File: src/sv/mpvd_pkg.sv
`default_nettype none
package mpvd_pkg;

    localparam int unsigned CNT_W = 33;

    // controller states
    typedef enum logic [1:0] {
        ST_IDLE,
        ST_WORK,
        ST_POP,
        ST_FIN
    } state_t;

    typedef enum logic [1:0] {
        KIND_BODY  = 2'd0,
        KIND_ARRAY = 2'd1,
        KIND_MAP   = 2'd2
    } kind_t;

    localparam logic [1:0] STAT_OK       = 2'd0;
    localparam logic [1:0] STAT_BAD_TAG  = 2'd1;
    localparam logic [1:0] STAT_TRUNC    = 2'd2;
    localparam logic [1:0] STAT_OVERFLOW = 2'd3;

    // tag decode actions
    typedef enum logic [2:0] {
        ACT_SCALAR,
        ACT_OPEN,
        ACT_BODY,
        ACT_LEN,
        ACT_BAD
    } act_t;

    typedef struct packed {
        act_t        act;
        logic [5:0]  count;   // container count or body size
        logic [2:0]  nbytes;
        kind_t       kind;
        logic        ext;
    } tag_dec_t;

    function automatic logic [4:0] fixed_size(input logic [7:0] c);
        logic [4:0] r;
        begin
            case (c)
                8'hca: r = 5'd4;
                8'hcb: r = 5'd8;
                8'hcc: r = 5'd1;
                8'hcd: r = 5'd2;
                8'hce: r = 5'd4;
                8'hcf: r = 5'd8;
                8'hd0: r = 5'd1;
                8'hd1: r = 5'd2;
                8'hd2: r = 5'd4;
                8'hd3: r = 5'd8;
                8'hd4: r = 5'd2;
                8'hd5: r = 5'd3;
                8'hd6: r = 5'd5;
                8'hd7: r = 5'd9;
                8'hd8: r = 5'd17;
                default: r = 5'd0;
            endcase
            fixed_size = r;
        end
    endfunction

    function automatic tag_dec_t decode_tag(input logic [7:0] c);
        tag_dec_t d;
        begin
            d = '{act: ACT_BAD, count: 6'd0, nbytes: 3'd0, kind: KIND_BODY, ext: 1'b0};
            if (c <= 8'h7f || c >= 8'he0) begin
                d.act = ACT_SCALAR;
            end else if ((c & 8'hf0) == 8'h80) begin
                d.act = ACT_OPEN;
                d.count = {1'b0, c[3:0], 1'b0};
            end else if ((c & 8'hf0) == 8'h90) begin
                d.act = ACT_OPEN;
                d.count = {2'b00, c[3:0]};
            end else if ((c & 8'he0) == 8'ha0) begin
                d.act = ACT_BODY;
                d.count = {1'b0, c[4:0]};
            end else if (c >= 8'hca && c <= 8'hd8) begin
                d.act = ACT_BODY;
                d.count = {1'b0, fixed_size(c)};
            end else begin
                case (c)
                    8'hc0, 8'hc2, 8'hc3: d.act = ACT_SCALAR;
                    8'hc4, 8'hd9: begin d.act = ACT_LEN; d.nbytes = 3'd1; end
                    8'hc5, 8'hda: begin d.act = ACT_LEN; d.nbytes = 3'd2; end
                    8'hc6, 8'hdb: begin d.act = ACT_LEN; d.nbytes = 3'd4; end
                    8'hc7: begin d.act = ACT_LEN; d.nbytes = 3'd1; d.ext = 1'b1; end
                    8'hc8: begin d.act = ACT_LEN; d.nbytes = 3'd2; d.ext = 1'b1; end
                    8'hc9: begin d.act = ACT_LEN; d.nbytes = 3'd4; d.ext = 1'b1; end
                    8'hdc: begin d.act = ACT_LEN; d.nbytes = 3'd2; d.kind = KIND_ARRAY; end
                    8'hdd: begin d.act = ACT_LEN; d.nbytes = 3'd4; d.kind = KIND_ARRAY; end
                    8'hde: begin d.act = ACT_LEN; d.nbytes = 3'd2; d.kind = KIND_MAP; end
                    8'hdf: begin d.act = ACT_LEN; d.nbytes = 3'd4; d.kind = KIND_MAP; end
                    default: d.act = ACT_BAD;
                endcase
            end
            decode_tag = d;
        end
    endfunction

    // controller to datapath
    typedef struct packed {
        logic take_byte;   // latch input byte and frame flag
        logic do_byte;     // process the latched byte
        logic do_pop;      // one stack pop step
        logic frame_end;   // apply frame end check (the clear comes with out_load)
        logic out_load;    // load the result register
    } mpvd_cmd_t;

    // datapath to controller
    typedef struct packed {
        logic pop_pending;
    } mpvd_stat_t;

endpackage
`default_nettype wire

File: src/sv/msgpack_value_delimiter_core.sv
`default_nettype none
// messagepack value delimiter
// input channel s_valid/s_ready carries one document byte per request
// (s_data_byte) and s_frame_last marking the last byte of the buffer
// output channel m_valid/m_ready returns exactly one result per request:
// m_value_done when the byte closes a top-level value, m_status (0 ok,
// 1 invalid tag, 2 truncated, 3 nesting overflow, sticky until frame end)
// and m_nest_level, the open container levels after the byte
// after acceptance a request passes the work, pop and fin states; a byte
// that completes an item inside a container also runs the pop loop, which
// updates the top count and closes each exhausted nesting level, walking
// the stack a level a cycle; no new byte is taken before the result is
// loaded, the next request being taken the cycle after the result is loaded
// a new byte is taken while the previous result still waits in the
// output register; if the receiver stalls, the block holds the next
// result in its final state until the register frees
// synchronous active-low reset returns the parser to expecting a tag with
// no open levels and no error; the count stack itself is not cleared
module msgpack_value_delimiter_core
    import mpvd_pkg::*;
#(
    parameter int unsigned MAX_NEST = 16
) (
    input  wire logic       aclk,
    input  wire logic       aresetn,
    input  wire logic       s_valid,
    output logic            s_ready,
    input  wire logic [7:0] s_data_byte,
    input  wire logic       s_frame_last,
    output logic            m_valid,
    input  wire logic       m_ready,
    output logic            m_value_done,
    output logic [1:0]      m_status,
    output logic [4:0]      m_nest_level
);
    mpvd_cmd_t  cmd;
    mpvd_stat_t stat;

    // sequencing of one request
    mpvd_ctrl u_ctrl (
        .aclk    (aclk),
        .aresetn (aresetn),
        .s_valid (s_valid),
        .s_ready (s_ready),
        .m_valid (m_valid),
        .m_ready (m_ready),
        .stat    (stat),
        .cmd     (cmd)
    );

    // parser state, count stack and result register
    mpvd_datapath #(
        .MAX_NEST (MAX_NEST)
    ) u_dp (
        .aclk     (aclk),
        .aresetn  (aresetn),
        .cmd      (cmd),
        .stat     (stat),
        .in_byte  (s_data_byte),
        .in_last  (s_frame_last),
        .done_o   (m_value_done),
        .status_o (m_status),
        .level_o  (m_nest_level)
    );

`ifndef SYNTH
    a_no_accept_busy: assert property (@(posedge aclk) disable iff (!aresetn)
        (s_valid && s_ready) |=> !s_ready)
        else $error("second request taken while busy");
    a_stable_out: assert property (@(posedge aclk) disable iff (!aresetn)
        (m_valid && !m_ready) |=> $stable(m_status) && $stable(m_nest_level))
        else $error("stalled result changed");
    a_done_ok: assert property (@(posedge aclk) disable iff (!aresetn)
        (m_valid && m_value_done) |-> (m_status == STAT_OK))
        else $error("value done with error");
`endif
endmodule
`default_nettype wire

File: src/sv/mpvd_datapath.sv
`default_nettype none
module mpvd_datapath
    import mpvd_pkg::*;
#(
    parameter int unsigned MAX_NEST = 16
) (
    input  wire logic        aclk,
    input  wire logic        aresetn,
    input  wire mpvd_cmd_t   cmd,
    output mpvd_stat_t       stat,
    input  wire logic [7:0]  in_byte,
    input  wire logic        in_last,
    output logic             done_o,
    output logic [1:0]       status_o,
    output logic [4:0]       level_o
);
    localparam int unsigned LVL_W = $clog2(MAX_NEST + 1);
    localparam int unsigned IDX_W = (MAX_NEST > 1) ? $clog2(MAX_NEST) : 1;

    logic [CNT_W-1:0] stack_reg [MAX_NEST];
    logic [LVL_W-1:0] level_reg, level_next;
    logic [2:0]       phase_reg, phase_next;
    logic [2:0]       lbytes_reg, lbytes_next;
    logic [31:0]      accum_reg, accum_next;
    logic [31:0]      body_reg, body_next;
    logic             ext_reg, ext_next;
    kind_t            kind_reg, kind_next;
    logic [1:0]       err_reg, err_next;
    logic             done_reg, done_next;
    logic             pop_reg, pop_next;
    logic [7:0]       byte_reg;
    logic             last_reg;

    logic             push_en;
    logic [CNT_W-1:0] push_val;
    logic             top_wr;
    logic [CNT_W-1:0] top_val;
    logic [1:0]       fin_status;

    logic [1:0]       status_reg;
    logic [4:0]       olevel_reg;
    logic             odone_reg;

    localparam logic [2:0] PH_TAG = 3'd0, PH_LEN = 3'd1, PH_EXT = 3'd2, PH_BODY = 3'd3;

    logic [IDX_W-1:0] top_idx;
    logic [IDX_W-1:0] push_idx;
    logic [CNT_W-1:0] top_dec;
    tag_dec_t         dec;
    logic [31:0]      acc_shift;

    assign top_idx   = IDX_W'(level_reg - LVL_W'(1));
    assign push_idx  = IDX_W'(level_reg);
    assign top_dec   = stack_reg[top_idx] - CNT_W'(1);
    assign dec       = decode_tag(byte_reg);
    assign acc_shift = {accum_reg[23:0], byte_reg};
    assign stat.pop_pending = pop_reg;

    always_comb begin
        logic             open_c;
        logic [CNT_W-1:0] open_n;
        logic             body_c;
        logic [31:0]      body_n;
        logic             compl;
        open_c = 1'b0;
        open_n = '0;
        body_c = 1'b0;
        body_n = '0;
        compl  = 1'b0;
        level_next  = level_reg;
        phase_next  = phase_reg;
        lbytes_next = lbytes_reg;
        accum_next  = accum_reg;
        body_next   = body_reg;
        ext_next    = ext_reg;
        kind_next   = kind_reg;
        err_next    = err_reg;
        done_next   = done_reg;
        pop_next    = 1'b0;
        push_en     = 1'b0;
        push_val    = '0;
        top_wr      = 1'b0;
        top_val     = top_dec;

        if (cmd.do_byte) begin
            done_next = 1'b0;
            if (err_reg == STAT_OK) begin
                case (phase_reg)
                    PH_LEN: begin
                        accum_next = acc_shift;
                        if (lbytes_reg <= 3'd1) begin
                            lbytes_next = 3'd0;
                            if (kind_reg == KIND_ARRAY) begin
                                open_c = 1'b1;
                                open_n = {1'b0, acc_shift};
                            end else if (kind_reg == KIND_MAP) begin
                                open_c = 1'b1;
                                open_n = {acc_shift, 1'b0};
                            end else if (ext_reg) begin
                                body_next  = acc_shift;
                                phase_next = PH_EXT;
                            end else begin
                                body_c = 1'b1;
                                body_n = acc_shift;
                            end
                        end else begin
                            lbytes_next = lbytes_reg - 3'd1;
                        end
                    end
                    PH_EXT: begin
                        ext_next = 1'b0;
                        body_c = 1'b1;
                        body_n = body_reg;
                    end
                    PH_BODY: begin
                        if (body_reg <= 32'd1) begin
                            body_next = '0;
                            compl = 1'b1;
                        end else begin
                            body_next = body_reg - 32'd1;
                        end
                    end
                    default: begin
                        case (dec.act)
                            ACT_SCALAR: compl = 1'b1;
                            ACT_OPEN: begin
                                open_c = 1'b1;
                                open_n = CNT_W'(dec.count);
                            end
                            ACT_BODY: begin
                                body_c = 1'b1;
                                body_n = 32'(dec.count);
                            end
                            ACT_LEN: begin
                                lbytes_next = dec.nbytes;
                                accum_next  = '0;
                                kind_next   = dec.kind;
                                ext_next    = dec.ext;
                                phase_next  = PH_LEN;
                            end
                            default: err_next = STAT_BAD_TAG;
                        endcase
                    end
                endcase
                if (body_c) begin
                    if (body_n == 32'd0) begin
                        compl = 1'b1;
                    end else begin
                        body_next  = body_n;
                        phase_next = PH_BODY;
                    end
                end
                if (open_c) begin
                    if (open_n == '0) begin
                        compl = 1'b1;
                    end else if (level_reg >= LVL_W'(MAX_NEST)) begin
                        err_next = STAT_OVERFLOW;
                    end else begin
                        push_en    = 1'b1;
                        push_val   = open_n;
                        level_next = level_reg + LVL_W'(1);
                        phase_next = PH_TAG;
                    end
                end
                if (compl) begin
                    phase_next = PH_TAG;
                    if (level_reg == '0) begin
                        done_next = 1'b1;
                    end else begin
                        pop_next = 1'b1;
                    end
                end
            end
        end

        // one level per cycle: decrement the top count, drop it when exhausted; at level zero mark the value done
        if (cmd.do_pop) begin
            if (level_reg == '0) begin
                done_next = 1'b1;
            end else if (top_dec == '0) begin
                level_next = level_reg - LVL_W'(1);
                pop_next   = 1'b1;
            end else begin
                top_wr = 1'b1;
            end
        end

        if (cmd.frame_end) begin
            if (last_reg && err_reg == STAT_OK &&
                (phase_reg != PH_TAG || level_reg != '0)) begin
                err_next = STAT_TRUNC;
            end
        end
        // status reported for this byte, taken before the frame end clear
        fin_status = err_next;
        if (cmd.out_load && last_reg) begin
            level_next  = '0;
            phase_next  = PH_TAG;
            lbytes_next = '0;
            accum_next  = '0;
            body_next   = '0;
            ext_next    = 1'b0;
            kind_next   = KIND_BODY;
            err_next    = STAT_OK;
        end
    end

    always_ff @(posedge aclk) begin
        if (!aresetn) begin
            level_reg  <= '0;
            phase_reg  <= PH_TAG;
            lbytes_reg <= '0;
            accum_reg  <= '0;
            body_reg   <= '0;
            ext_reg    <= 1'b0;
            kind_reg   <= KIND_BODY;
            err_reg    <= STAT_OK;
            done_reg   <= 1'b0;
            pop_reg    <= 1'b0;
        end else begin
            level_reg  <= level_next;
            phase_reg  <= phase_next;
            lbytes_reg <= lbytes_next;
            accum_reg  <= accum_next;
            body_reg   <= body_next;
            ext_reg    <= ext_next;
            kind_reg   <= kind_next;
            err_reg    <= err_next;
            done_reg   <= done_next;
            pop_reg    <= pop_next;
        end
    end

    always_ff @(posedge aclk) begin
        if (cmd.take_byte) begin
            byte_reg <= in_byte;
            last_reg <= in_last;
        end
        if (push_en) begin
            stack_reg[push_idx] <= push_val;
        end
        if (top_wr) begin
            stack_reg[top_idx] <= top_val;
        end
        if (cmd.out_load) begin
            odone_reg  <= done_reg;
            status_reg <= fin_status;
            olevel_reg <= 5'(level_reg);
        end
    end

    assign done_o   = odone_reg;
    assign status_o = status_reg;
    assign level_o  = olevel_reg;

`ifndef SYNTH
    a_level_bound: assert property (@(posedge aclk) disable iff (!aresetn)
        level_reg <= LVL_W'(MAX_NEST))
        else $error("nesting level beyond stack depth");
    a_push_no_pop: assert property (@(posedge aclk) disable iff (!aresetn)
        !(push_en && cmd.do_pop))
        else $error("push and pop in one cycle");
    a_err_quiet: assert property (@(posedge aclk) disable iff (!aresetn)
        (cmd.do_byte && err_reg != STAT_OK) |=> !pop_reg && !done_reg)
        else $error("activity while error held");
`endif
endmodule
`default_nettype wire

File: src/sv/mpvd_ctrl.sv
`default_nettype none
module mpvd_ctrl
    import mpvd_pkg::*;
(
    input  wire logic       aclk,
    input  wire logic       aresetn,
    input  wire logic       s_valid,
    output logic            s_ready,
    output logic            m_valid,
    input  wire logic       m_ready,
    input  wire mpvd_stat_t stat,
    output mpvd_cmd_t       cmd
);
    state_t  state_reg, state_next;
    logic    mvalid_reg, mvalid_next;
    logic    free;

    assign free    = !mvalid_reg || m_ready;
    assign s_ready = (state_reg == ST_IDLE);
    assign m_valid = mvalid_reg;

    always_comb begin
        state_next = state_reg;
        case (state_reg)
            ST_IDLE: if (s_valid) state_next = ST_WORK;
            ST_WORK: state_next = ST_POP;
            ST_POP:  if (!stat.pop_pending) state_next = ST_FIN;
            ST_FIN:  if (free) state_next = ST_IDLE;
            default: state_next = ST_IDLE;
        endcase
    end

    always_comb begin
        cmd = '0;
        mvalid_next = mvalid_reg && !m_ready;
        case (state_reg)
            ST_IDLE: cmd.take_byte = s_valid;
            ST_WORK: cmd.do_byte = 1'b1;
            ST_POP:  cmd.do_pop = stat.pop_pending;
            ST_FIN: begin
                cmd.frame_end = 1'b1;
                if (free) begin
                    cmd.out_load = 1'b1;
                    mvalid_next  = 1'b1;
                end
            end
            default: cmd = '0;
        endcase
    end

    always_ff @(posedge aclk) begin
        if (!aresetn) begin
            state_reg  <= ST_IDLE;
            mvalid_reg <= 1'b0;
        end else begin
            state_reg  <= state_next;
            mvalid_reg <= mvalid_next;
        end
    end

`ifndef SYNTH
    a_load_free: assert property (@(posedge aclk) disable iff (!aresetn)
        cmd.out_load |-> (!mvalid_reg || m_ready))
        else $error("result overwritten");
    a_one_cmd: assert property (@(posedge aclk) disable iff (!aresetn)
        $countones({cmd.take_byte, cmd.do_byte, cmd.do_pop, cmd.frame_end}) <= 1)
        else $error("conflicting commands");
    a_load_valid: assert property (@(posedge aclk) disable iff (!aresetn)
        cmd.out_load |=> m_valid)
        else $error("loaded result not shown");
`endif
endmodule
`default_nettype wire
File: config.mk
export PLATFORM = sky130hd
export DESIGN_NAME = msgpack_value_delimiter_core
export DESIGN_NICKNAME = d
export VERILOG_FILES = /design/src/sv/mpvd_pkg.sv /design/src/sv/msgpack_value_delimiter_core.sv /design/src/sv/mpvd_datapath.sv /design/src/sv/mpvd_ctrl.sv
export SDC_FILE = /design/constraint.sdc
export NUM_CORES = 1
export LEC_CHECK = 0
export BUFFER_PORTS_ARGS = -buffer_cell sky130_fd_sc_hd__buf_2
export CORE_MARGIN = 2
export CORE_UTILIZATION = 55
export DETAILED_ROUTE_END_ITERATION = 6
export MAX_ROUTING_LAYER = met4
export PLACE_DENSITY = 0.71
export SLEW_MARGIN = 25
export SYNTH_ARGS = -nofsm -noshare
export SYNTH_HDL_FRONTEND = slang
export SYNTH_SLANG_ARGS = --single-unit
File: constraint.sdc
create_clock -name aclk -period 11.7 [get_ports aclk]
set_input_delay 1.17 -clock aclk [delete_from_list [all_inputs] [get_ports aclk]]
set_output_delay 1.17 -clock aclk [all_outputs]
set_load 0.05 [all_outputs]
==> flow_summary.ini, run 1 <==
[outcome]
status = finished, final reports clean

[synth]
synth-main-ff-cell = edfxtp_1
ys_warn_count = 0
async_reset_ff_share_pct = 0
synth_top_cell_by_area = edfxtp_1
synth_enable_flop_cells = 545
ys_top_cells_by_area = edfxtp_1, mux4_2, dfxtp_1, mux2i_1, nand2_1
synth_cells = 2020
syn-cell-area_um2 = 28300
synth_cell_types = 87
syn_nets = 2047
synth_top_area_share_pct = 57.8
syn_area_per_cell_um2 = 14.0
ys_seq_elements = 622
ys_seq_area_share_pct = 63.3

[clocking]
cts_tree = yes
cts_hold_buf = 0
post_cts_resized = 0
root_buffer = clkbuf_16
insertion_delay_ps = 650
clk_path_buf_depth = 3
post_cts_buffers = 0
clk_pin_slew_ps = 60
h-tree-depth = 2
numClockSinks = 622
numCtsBuffers = 61

[grt]
grt_pass1_vias = 17900
antenna_found_initial = 0
grt_pass1_wl_mm = 115
grt_usage_pct = 30.0
grt_max_degree = 69
overflow = 0

[worst_setup_path]
critPathRequiredTime_ps = 11990
start_kind = flip-flop
cp_max_fo = 54
endpoint_kind = flip-flop
critPathKind = flip-flop to flip-flop
arrival_ps = 9310

[timing]
fin_crit_sh_pct = 77.1
rsz0062_at_grt = false
relSlewSlack_pct = 24.2
setup_viol_count_final = 0
post-route-min-period_ps = 9020
slew_viol_final = 0
skew_ps = 44.1
worst_pin_slew_ps = 1140
fmax_ghz = 0.111
finalHoldViolCount = 0
fin_tns_setup_ps = 0

[cells_and_area]
final_nets = 2073
finalNonFillerCells = 2774
syn_to_final_growth_pct = 11.6
most-common-layout-cells = edfxtp_1, nand2_1, mux4_2
drive_gt1_share_pct = 18.0
largest_register_ffs = 528
diodes = 0
fill_cells = 3723
mostFrequentLayoutCell = edfxtp_1

[power_and_ir_drop]
p_comb_share_pct = 10.6
p_sw_share_pct = 25.7
clockPowerShare_pct = 39.5
seq_power_share_pct = 49.9
internal_power_mw = 3.68
ir_worst_vdd_mv = 0.154
p_per_area_nw_per_um2 = 157
cellLeakagePower_nw = 8.91
switchingPower_mw = 1.27

[placement]
portBuffers = 22
routabilityCongestion = 0.982
dp_cells = 2661
hpwlAfterDp_mm = 48.8

[drt]
vias_per_cell = 6.70
routed_wirelength_mm = 76.9
drt-initial-drc-count = 2636
detail_route.drc_violations = 0
vias = 18600
firstDrtPassIters = 7
drtAntennaViolNets = 0
routedWlPerCell_um = 27.7

[hold_path]
hold_class = flip-flop to flip-flop

[die]
core-area_um2 = 51100
fp-row-count = 83
io_pins = 23
fp.dieH_um = 231
die_w_um = 231
initial_core_util_pct = 55.4
die_area_um2 = 53300

[flow_run]
drv_cap = 0
-- routing by layer --
metal,global-route usage [%],vias up,part of all wire (%)
met1,41.1,9332,40
met2,47.3,1049,48
met3,3.54,172,8.6
met5,-,-,0
li1,-,8029,-
met4,10.0,0,3.4
-- kinds of logic (layout without fill, tap and decap cells) --
family / after synthesis / in the layout / synth area share [%]
simple gates: 587 / 587 / 10.2
fa+ha+maj: 14 / 14 / 0.619
xor+xnor: 30 / 30 / 1.02
compound gates: 388 / 388 / 9.28
buf+inv: 157 / 231 / 2.47
flops: 622 / 622 / 63.3
mux: 222 / 222 / 13.1
-- Yosys cell counts (5+ instances only) --
cell type and instances:
edfxtp_1 545, nand2_1 177, mux4_2 119, nor2_1 115, o21ai_0 103, mux2i_1 97, clkbuf_1 88, a21oi_1 78
dfxtp_1 77, nand3_1 72, nor3_1 59, a22oi_1 51, nor4_1 28, inv_1 25, a221oi_1 23, a22o_1 22
buf_2 16, nand2b_1 16, xnor2_1 15, and2_1 14, ha_1 14, nand4_1 14, or3_1 13, xor2_1 13
nor2b_1 12, a211oi_1 11, and3_1 10, buf_1 10, buf_4 10, nor3b_1 10, o31ai_1 10, or4_1 10
o21a_1 9, o211ai_1 8, buf_6 7, nand3b_1 7, mux2_2 6, nand4b_1 6, or2_2 6, a21boi_0 5
a221o_1 5, o221ai_1 5
-- final timing paths --
path	endpoint	slack [ps]	cells after the start	startpoint
max	u_dp.stack_reg[1][16]	2680	16	u_dp.level_reg[0]
min	u_dp.done_o	440	0	u_dp.done_reg
max reg2reg	u_dp.stack_reg[1][16]	2680	16	u_dp.level_reg[0]
min reg2reg	u_dp.done_o	440	0	u_dp.done_reg
-- worst max-delay path, cell delays in order (launching register included) --
cell and delay (ps):
dfxtp_4 510, buf_4 640, buf_4 850, o31a_1 390
nor3_2 70, buf_4 240, a22o_1 230, a221oi_1 560
nand4_1 520, or4_1 870, xor2_1 270, or4b_1 540
or4_4 570, o31ai_4 480, o211ai_1 380, a22oi_2 1040
buf_4 450
-- through the flow --
step / setup slack (ps) / area, µm² / utilization (%) / power (mW) / hold slack (ps)
3_3_place_gp: 2700 / 29500 / 57.7 / 3.01 / 416
4_1_cts: 2710 / 31500 / 61.6 / 4.96 / 444
5_1_grt: 2130 / 31600 / 61.8 / 5.11 / 455
6_report: 2680 / 31600 / 61.8 / 4.95 / 436
2_1_floorplan: 3450 / 28300 / - / 2.87 / 409
3_5_place_dp: 2790 / 29500 / 57.7 / 3.02 / 430
-- cell type report --
| type | count | area (µm²) | share of cell area [%] |
|---|---|---|---|
| clock inverter | 37 | 409 | 1.30 |
| tap | 680 | 851 | 2.69 |
| multi-input combinational | 1241 | 10000 | 31.7 |
| clock buffer | 74 | 1600 | 5.05 |
| timing repair buffer | 94 | 708 | 2.24 |
| inverter | 26 | 97.6 | 0.309 |
| sequential | 622 | 17900 | 56.7 |
-- power by group through the flow --
| stage | clock, mW | combinational (mW) | sequential, mW |
|---|---|---|---|
| after CTS | 1.98 | 0.514 | 2.47 |
| after global placement | 0 | 0.502 | 2.51 |
| final | 1.96 | 0.526 | 2.47 |
| after detailed placement | 0 | 0.512 | 2.51 |
| after floorplan | 0 | 0.382 | 2.49 |
| after global routing | 2.06 | 0.572 | 2.47 |
Power figures use the tool's default switching activity.
==> inputs of run 2 (changes only) <==
- clock period: 11.7 -> 8.4 ns (I/O delays scaled with it)
==> flow_summary.ini, run 2 (synthesized netlist as in run 1, its figures left out) <==
[power_and_ir_drop]
p_per_area_nw_per_um2 = 223
ir_worst_vdd_mv = 0.182
cellLeakagePower_nw = 9.28

[timing]
rsz0062_at_grt = false
fin_crit_sh_pct = 93.0
slew_viol_final = 0
relSlewSlack_pct = 21.5
setup_viol_count_final = 0
finalHoldViolCount = 0
whs_ps = 416
worst_pin_slew_ps = 1170
skew_ps = 28.9
fin_tns_setup_ps = 0
fmax_ghz = 0.128
post-route-min-period_ps = 7810

[drt]
routedWlPerCell_um = 27.7
routed_wirelength_mm = 78.2
firstDrtPassIters = 5
drtAntennaViolNets = 0
vias = 18800
vias_per_cell = 6.66
drt-initial-drc-count = 2359
detail_route.drc_violations = 0

[clocking]
clk_pin_slew_ps = 60
root_buffer = clkbuf_16
cts_hold_buf = 0
numCtsBuffers = 67
post_cts_buffers = 0
post_cts_resized = 0
insertion_delay_ps = 610
clk_path_buf_depth = 3
h-tree-depth = 3
cts_tree = yes
numClockSinks = 622

[die]
fp.dieH_um = 231
io_pins = 23
initial_core_util_pct = 55.4
fp-row-count = 83
die_w_um = 231
core-area_um2 = 51100
die_area_um2 = 53300

[worst_setup_path]
start_kind = flip-flop
critPathKind = flip-flop to flip-flop
crit_chain = clkinv_1 > ha_4 > buf_12 > mux2i_1 > mux4_2 > nand2_1 > nand2_1 > ha_1 > inv_1 > nor3_1 > a32oi_1 > a21oi_1 > nand2b_1 > nor4_1 > xor2_1 > nand4b_1 > or4_4 > o31ai_4 > o211ai_1 > a22oi_2 > buf_4
critPathRequiredTime_ps = 8630
rrSetupSlack_ps = 590
arrival_ps = 8030
crit_top_cell = nand2_1
endpoint_kind = flip-flop
slowest_delay_ps = 700
cp_max_fo = 34
cp_slowest_cell = dfxtp_4

[placement]
routabilityCongestion = 0.988
dpl_cell_area_um2 = 29800
portBuffers = 22
hpwlAfterDp_mm = 50.2

[outcome]
status = finished, final reports clean

[cells_and_area]
largest_register_ffs = 528
mostFrequentLayoutCell = edfxtp_1
syn_to_final_growth_pct = 13.0
final_nets = 2117
final_cell_area_um2 = 32000
most-common-layout-cells = edfxtp_1, nand2_1, mux4_2
diodes = 0
drive_gt1_share_pct = 19.1

[grt]
grt_pass1_wl_mm = 118
overflow = 0
grt_max_degree = 68
antenna_found_initial = 0
grt_pass1_vias = 18500
grt_usage_pct = 30.8

[hold_path]
hold_class = primary input to flip-flop

[flow_run]
drv_cap = 0
run 2: per-stage QoR:
stage | power (mW) | std cells | util [%] | setup slack, ps
after CTS | 7.16 | 2819 | 62.5 | 755
after floorplan | 4.00 | 2020 | - | 150
final | 7.13 | 2819 | 62.6 | 592
after global routing | 7.37 | 2819 | 62.6 | 257
after detailed placement | 4.22 | 2701 | 58.2 | 791
after global placement | 4.21 | 2701 | 58.2 | 820
run 2: critical path, delay by kind of cell (launching register included):
family | cells | cell delay (ps)
simple gates | 7 | 1850
compound gates | 5 | 1770
buf+inv | 4 | 1170
fa+ha+maj | 2 | 850
flops | 1 | 700
mux | 2 | 520
xor+xnor | 1 | 510
run 2: path summary, 6_finish.rpt:
path                            cells after the start         startpoint                   end
worst min register to register                      0      u_dp.done_reg           u_dp.done_o
worst min-delay path                                1     s_data_byte[0]      u_dp.byte_reg[0]
worst max register to register                     21  u_dp.level_reg[0]  u_dp.stack_reg[8][0]
worst max-delay path                               21  u_dp.level_reg[0]  u_dp.stack_reg[8][0]
run 2: layout make-up:
cell class | count | area (µm²)
Clock buffer | 86 | 1850
Clock inverter | 32 | 352
Inverter | 26 | 97.6
Sequential cell | 622 | 17900
Timing Repair Buffer | 132 | 961
Multi-Input combinational cell | 1241 | 9950
Tap cell | 680 | 851
Fill cell | 3738 | 19100
run 2: metal layers:
layer	up-vias	part of all wire (%)	GRT usage (%)
li1	8126	-	-
met4	0	3.4	10.1
met3	173	7.6	4.76
met5	-	0	-
met2	929	49	48.8
met1	9535	40	41.2
run 2: power breakdown:
group	switching [mW]	total [mW]	internal, mW
registers	0.0814	3.44	3.36
clock network	1.20	2.95	1.75
logic	0.522	0.743	0.221
total	1.80	7.13	5.33
